**src/hw/rtl/tcc_pkg.sv**
```systemverilog
// ---------------------------------------------------------------------------
// tcc_pkg
// shared types, field widths and character codes of the text console engine
// ---------------------------------------------------------------------------
package tcc_pkg;

   localparam int DEF_COLUMNS   = 80;
   localparam int DEF_ROWS      = 25;
   localparam int DEF_TAB_WIDTH = 8;

   localparam int CMD_W  = 2;
   localparam int CHAR_W = 8;
   localparam int ATTR_W = 8;
   localparam int CADR_W = 11;
   localparam int LOC_W  = 11;
   localparam int CELL_W = 16;

   typedef logic [CMD_W-1:0]  command_type;
   typedef logic [CHAR_W-1:0] char_type;
   typedef logic [ATTR_W-1:0] attr_type;

   localparam command_type CMD_PUT   = 2'd0;
   localparam command_type CMD_CLEAR = 2'd1;
   localparam command_type CMD_READ  = 2'd2;

   localparam char_type CHAR_BS    = 8'h08;
   localparam char_type CHAR_TAB   = 8'h09;
   localparam char_type CHAR_LF    = 8'h0A;
   localparam char_type CHAR_CR    = 8'h0D;
   localparam char_type CHAR_SPACE = 8'h20;
   localparam char_type CHAR_DEL   = 8'h7F;

   localparam attr_type ATTR_RESET = 8'h0F;

   typedef struct packed {
      logic     put;
      logic     home;
      char_type char_code;
   } tcc_cursor_cmd_type;

   typedef struct packed {
      logic cell_write;
      logic scroll;
   } tcc_cursor_stat_type;

endpackage

```
**src/hw/rtl/tcc_cursor.sv**
```systemverilog
// ---------------------------------------------------------------------------
// tcc_cursor
// cursor column, row and tab phase with the put-byte decode
// ---------------------------------------------------------------------------
module tcc_cursor
   import tcc_pkg::*;
#(
   parameter int COLUMNS   = DEF_COLUMNS,
   parameter int ROWS      = DEF_ROWS,
   parameter int TAB_WIDTH = DEF_TAB_WIDTH,
   localparam int ADDR_W   = $clog2(COLUMNS * ROWS)
) (
   input  logic                clock,
   input  logic                reset,
   input  tcc_cursor_cmd_type  cmd,
   output tcc_cursor_stat_type stat,
   output logic [ADDR_W-1:0]   wr_addr,
   output logic [LOC_W-1:0]    location
);

   localparam int COL_W  = $clog2(COLUMNS);
   localparam int ROW_W  = $clog2(ROWS);
   localparam int PH_W   = $clog2(TAB_WIDTH);
   localparam int NC_W   = $clog2(COLUMNS + TAB_WIDTH + 1);
   localparam int WIDE_W = (ADDR_W > LOC_W) ? ADDR_W : LOC_W;

   logic [COL_W-1:0] col_ff, col_in;
   logic [ROW_W-1:0] row_ff, row_in;
   logic [PH_W-1:0]  phase_ff, phase_in;

   logic [NC_W-1:0]   col_step;
   logic [PH_W-1:0]   phase_step;
   logic              row_step;
   logic [WIDE_W-1:0] lin;

   always_comb begin
      col_step        = NC_W'(col_ff);
      phase_step      = phase_ff;
      row_step        = 1'b0;
      stat.cell_write = 1'b0;
      case (cmd.char_code)
         CHAR_BS: begin
            if (col_ff != '0) begin
               col_step   = NC_W'(col_ff) - NC_W'(1);
               phase_step = (phase_ff == '0) ? PH_W'(TAB_WIDTH - 1) : phase_ff - PH_W'(1);
            end
         end
         CHAR_TAB: begin
            col_step   = NC_W'(col_ff) + NC_W'(TAB_WIDTH) - NC_W'(phase_ff);
            phase_step = '0;
         end
         CHAR_CR: begin
            col_step   = '0;
            phase_step = '0;
         end
         CHAR_LF: begin
            col_step   = '0;
            phase_step = '0;
            row_step   = 1'b1;
         end
         default: begin
            if (cmd.char_code >= CHAR_SPACE && cmd.char_code <= CHAR_DEL) begin
               stat.cell_write = 1'b1;
               col_step        = NC_W'(col_ff) + NC_W'(1);
               phase_step      = (phase_ff == PH_W'(TAB_WIDTH - 1)) ? '0 : phase_ff + PH_W'(1);
            end
         end
      endcase
      if (col_step >= NC_W'(COLUMNS)) begin
         col_step   = '0;
         phase_step = '0;
         row_step   = 1'b1;
      end
      stat.scroll = row_step && (row_ff == ROW_W'(ROWS - 1));

      col_in   = col_ff;
      row_in   = row_ff;
      phase_in = phase_ff;
      if (cmd.home) begin
         col_in   = '0;
         row_in   = '0;
         phase_in = '0;
      end else if (cmd.put) begin
         col_in   = col_step[COL_W-1:0];
         phase_in = phase_step;
         if (row_step && !stat.scroll) begin
            row_in = row_ff + ROW_W'(1);
         end
      end
   end

   always_ff @(posedge clock) begin
      if (reset) begin
         col_ff   <= '0;
         row_ff   <= '0;
         phase_ff <= '0;
      end else begin
         col_ff   <= col_in;
         row_ff   <= row_in;
         phase_ff <= phase_in;
      end
   end

   assign lin      = WIDE_W'(row_ff) * WIDE_W'(COLUMNS) + WIDE_W'(col_ff);
   assign wr_addr  = lin[ADDR_W-1:0];
   assign location = lin[LOC_W-1:0];

endmodule

```
**config.mk**
```make
export PLATFORM = sky130hd
export DESIGN_NAME = tcc_cursor
export DESIGN_NICKNAME = d
export VERILOG_FILES = /design/src/hw/rtl/tcc_pkg.sv /design/src/hw/rtl/tcc_cursor.sv
export SDC_FILE = /design/constraint.sdc
export NUM_CORES = 1
export LEC_CHECK = 0
export ABC_AREA = 0
export BUFFER_PORTS_ARGS = -buffer_cell sky130_fd_sc_hd__buf_4
export CORE_UTILIZATION = 45
export CTS_BUF_LIST = sky130_fd_sc_hd__clkbuf_4 sky130_fd_sc_hd__clkbuf_8
export DETAILED_ROUTE_END_ITERATION = 10
export GPL_TIMING_DRIVEN = 0
export PLACE_DENSITY = 0.66
export SLEW_MARGIN = 20
export SYNTH_ARGS = -nofsm -noshare
export SYNTH_HDL_FRONTEND = slang
export SYNTH_SLANG_ARGS = --single-unit
```
**constraint.sdc**
```tcl
create_clock -name clock -period 3.15 [get_ports clock]
set_input_delay 0.315 -clock clock [delete_from_list [all_inputs] [get_ports clock]]
set_output_delay 0.315 -clock clock [all_outputs]
set_load 0.05 [all_outputs]
```
* After elaboration in Yosys (flattened, before gate mapping)
Cells that the tools add are included.
Cells by class: reduce and logical (&&, ||, !) cells 13, order comparisons 3, multiply operators 1, muxes and demuxes 14, eq/ne operators 7, add/sub/neg operators 8
Operators with widths (count):
- 8-bit by 4-bit equality test with 1-bit output, second input constant | 4
- 7-bit 2-to-1 mux | 3
- 7-bit one-hot mux with 3 select lines | 1
- 3-bit 2-to-1 mux | 5
- 11-bit by 7-bit adder with 11-bit output | 1
- 8-bit by 6-bit greater-or-equal comparator with 1-bit output, second input constant | 1
- 8-bit by 7-bit less-or-equal comparator with 1-bit output, second input constant | 1
- 7-bit by 1-bit adder with 7-bit output, second input constant | 1
- 7-bit by 4-bit adder with 7-bit output, second input constant | 1
- 7-bit greater-or-equal comparator, second input constant | 1
- 5-bit by 3-bit multiplier with 7-bit output, second input constant | 1
- 7-bit nonzero test | 1
- 7-bit by 1-bit subtractor with 7-bit output, second input constant | 1
- 7-bit by 3-bit subtractor with 7-bit output | 1
- 3-bit one-hot mux with 2 select lines | 1
- 5-bit by 1-bit adder with 5-bit output, second input constant | 1
- 5-bit equality test, second input constant | 1
- 1-bit 2-to-1 mux | 4
- 4-bit nonzero test | 1
- 2-bit OR reduction | 2
- 4-bit OR reduction | 1
- 3-bit by 1-bit adder with 3-bit output, second input constant | 1
- 3-bit equality test, second input constant | 1
- 1-bit logical AND | 3
- other kinds (7) | 7
Storage, ports and cells: word-level logic and storage cells 49, bits of input ports 12, output and inout bits 24, bits in registers 15

* Depth between registers and ports, before layout
depth in word-level cells 10, depth in mapped cells 13, depth with buffers taken out 12

* Least setup slack after synthesis
OpenSTA, ideal clock, no wires.
path type reg2out, start point register row_ff[1], end point output port wr_addr[10], setup slack -0.368 ns, cell stages (with the launch flop) 9, arrival 3.203 ns, path buffers 1, data required time 2.835 ns, path through dfxtp_1 > ha_1 > ha_1 > fa_1 > xnor2_1 > or3b_2 > xnor2_1 > xnor2_1 > buf_4
Between the ends: word-level cells in the longest chain between the ends 2
Ends and longest elaborated chain:
- from (decl) | line tcc_cursor.sv:28 | logic [ROW_W-1:0] row_ff, row_in;
- from (signal assigned) | line tcc_cursor.sv:99 | row_ff <= row_in;
- 5-bit by 3-bit multiplier with 7-bit output | line tcc_cursor.sv:104 | assign lin = WIDE_W'(row_ff) * WIDE_W'(COLUMNS) + WIDE_W'(col_ff);
- 11-bit by 7-bit adder with 11-bit output | line tcc_cursor.sv:104
- to (decl) | line tcc_cursor.sv:17 | output logic [ADDR_W-1:0] wr_addr,
Every way passes these cells.

==> impl_metrics.json <==
{
  "status": "finished, final reports clean",
  "top_cells_by_area_synth": "ha_1, dfxtp_1, buf_4",
  "cp_cell_sequence": "inv_1 -> ha_2 -> ha_1 -> fa_2 -> and2_1 -> nor4_2 -> o21ai_2 -> a31oi_4 -> o21bai_4 -> a21oi_2 -> buf_6",
  "design.die.area_mm2": 0.00471,
  "synth_seq_cells": 15,
  "clock_h_tree_levels": 1,
  "layout_commonest_cell": "buf_4",
  "power_switching_share_pct": 28.8,
  "dp_wirelength_um": 3720,
  "gpl.final_weighted_congestion": 0.862,
  "power.density_mw_per_mm2": 177,
  "holdBufCountCts": 0,
  "syn-cell-area_mm2": 0.00200,
  "io_pins": 36,
  "share_of_post_route_cells_with_drive_strength_above_1_pct": 33.5,
  "drt-initial-drc-count": 117,
  "synth_top_flop_cell": "dfxtp_1",
  "floorplan.die.height_um": 68.6,
  "netlist_instances": 241,
  "worstSetupEndpointType": "primary output",
  "chipWidth_um": 68.6,
  "cap_violations": 0,
  "slowest_delay_ns": 0.36,
  "power.leakage_nw": 1.05,
  "io_buffer_count": 35,
  "netSwitchingPower_mw": 0.126,
  "area_of_combinational_cells_with_multiple_inputs_mm2": 0.00154,
  "synth_enable_flop_cells": 0,
  "drc": 0,
  "number_of_buffers_created_by_cts": 3,
  "floorplan.rows": 23,
  "skew_ns": 0.000498,
  "cts.clk_slew.worst_paths_ns": 0.07,
  "post_placement_cell_area_mm2": 0.00233,
  "share_clk_of_total_power_pct": 37.9,
  "slew_headroom_pct": 64.8,
  "antenna_cells": 0,
  "drt_wl_total_um": 4820,
  "vias_after_detailed_routing": 1898,
  "crit_path_buffers_inverters": 2,
  "worst-endpoint-arrival_ns": 2.75,
  "post-synth-top-area-fraction_pct": 16.9,
  "critical_path.max_fanout": 4,
  "timing.hold.worst.class": "in -> reg",
  "sequential_share_of_the_synthesized_area_pct": 15.0,
  "report.final.setup_viol": 0,
  "synth-async-reset-ratio_pct": 0,
  "critPathRequiredTime_ns": 2.83,
  "seq_power_share_pct": 44.0,
  "clock_sinks": 15,
  "starting_density_pct": 48.2,
  "layout-area-overhead-vs-synth_pct": 23.9,
  "post_dr_wirelength_cell_um": 14.6,
  "synthesis.yosys.warnings": 0,
  "startpoint_type": "register",
  "tritoncts": "done",
  "vdd_ir_drop_max_uv": 149,
  "comb_power_share_pct": 18.1,
  "global_route.overflow_total": 0,
  "synthesis.area_per_instance_um2": 8.29,
  "wire_length_of_the_first_global_routing_pass_um": 7880,
  "mostFrequentLayoutCells": "buf_4, ha_1, a21oi_1, nand2_1, inv_1",
  "detail_route.vias_per_cell": 5.73,
  "cell_internal_power_mw": 0.311,
  "layout.filler_cells": 400,
  "1st_pass_router_iterations": 5,
  "register_area_um2": 315,
  "fin_util_pct": 59.8,
  "placeableCoreArea_mm2": 0.00414,
  "path_delay_family": "adder cells",
  "post_layout_instance_area_mm2": 0.00248,
  "first_global_vias": 1652,
  "final_max_slew_viol_count": 0,
  "grt_antenna_before_repair": 0,
  "max_freq_ghz": 0.326,
  "path_class": "reg -> out",
  "synth_cell_types": 59,
  "cts_root_buf": "clkbuf_8",
  "final_hold_viol_count": 0,
  "syn_nets": 283,
  "design.final.nets": 324,
  "worstMarginPinSlew_ns": 0.525,
  "slowest_stage": "fa_2",
  "postRouteAntennaNets": 0,
  "post-route-min-period_ns": 3.06,
  "grt_start_max_net_pins": 11,
  "clock_tree.buffer_depth": 2,
  "synth.largest_area_cell": "ha_1",
  "insertion_delay_ns": 0.25,
  "period_share_pct": 97.2,
  "grt_use_total_pct": 22.4
}
-- cells in the mapped netlist, drive strengths merged (5+ instances only) --
library cell   n
a21oi         20
buf           20
dfxtp         15
ha            27
inv           15
mux2i          6
nand2         19
nand3         12
nor2           6
o21ai          9
o31ai          5
or4            5
xnor2         10
-- tightest hold or removal path: stages --
cell and delay (ns):
buf_4 0.08, or2_2 0.11, a21oi_1 0.04
-- power groups by stage --
stage	registers [mW]	logic (mW)	clock network, mW
2_1_floorplan	0.197	0.0482	0
3_3_place_gp	0.197	0.0769	0
3_5_place_dp	0.197	0.0771	0
4_1_cts	0.193	0.0780	0.171
5_1_grt	0.192	0.0872	0.180
6_report	0.192	0.0790	0.166
-- layer usage --
metal	wire, um	share of wire [%]	track usage (%)	vias to the layer above
met1	2410	50	31.6	893
met5	0	0	0	-
met3	174	3.6	1.97	4
met4	46	0.95	5.73	0
met2	2190	45	36.3	38
li1	-	-	-	963
-- final timing paths --
path               startpoint         to  slack [ns]  cells after the start
hold reg to reg     row_ff[1]  row_ff[1]        0.51                      2
setup / recovery  phase_ff[1]    stat[0]        0.09                     11
setup reg to reg  phase_ff[1]  row_ff[3]        0.22                     11
hold / removal          reset  row_ff[2]        0.33                      3
-- state kept, by name (all words and copies together) (netlist names) --
register and flops:
row_ff 5, col_ff 7, phase_ff 3
-- layout make-up --
type	instances	area share [%]
inverter	15	2.37
tap	50	2.53
timing repair buffer	36	11.2
multi-input combinational	187	62.4
sequential	15	12.7
buffer	24	6.92
clock buffer	3	1.67
clock inverter	1	0.202
-- logic make-up (layout without fill, tap and decap cells) --
group           Yosys count  after routing  share of synthesized area, %
fa+ha+maj                30             30                          19.9
simple gates             77             77                          22.9
flops                    15             15                          15.0
mux                       6              6                          3.01
compound gates           62             62                          22.5
xor+xnor                 12             12                          5.26
buf+inv                  39             79                          11.4
-- timing repair --
item                                    in CTS  in global routing
cloned                                       0                  0
gates resized for setup                     14                 12
buffers inserted                             1                  0
pin swaps                                    3                  6
endpoints found under the setup margin       3                  4
-- stage by stage --
| step | total power [mW] | worst slack, ns | std cells | hold slack, ns | setup TNS, ns |
|---|---|---|---|---|---|
| 2_1_floorplan | 0.245 | -0.0196 | 241 | 0.487 | -0.0196 |
| 3_3_place_gp | 0.274 | -0.103 | 326 | 0.532 | -0.103 |
| 3_5_place_dp | 0.274 | -0.0930 | 326 | 0.526 | -0.0930 |
| 4_1_cts | 0.441 | -0.0144 | 331 | 0.330 | -0.0144 |
| 5_1_grt | 0.459 | -0.0108 | 331 | 0.336 | -0.0108 |
| 6_report | 0.437 | 0.0870 | 331 | 0.331 | 0 |
Note: power is estimated with default switching activity, not from simulation.
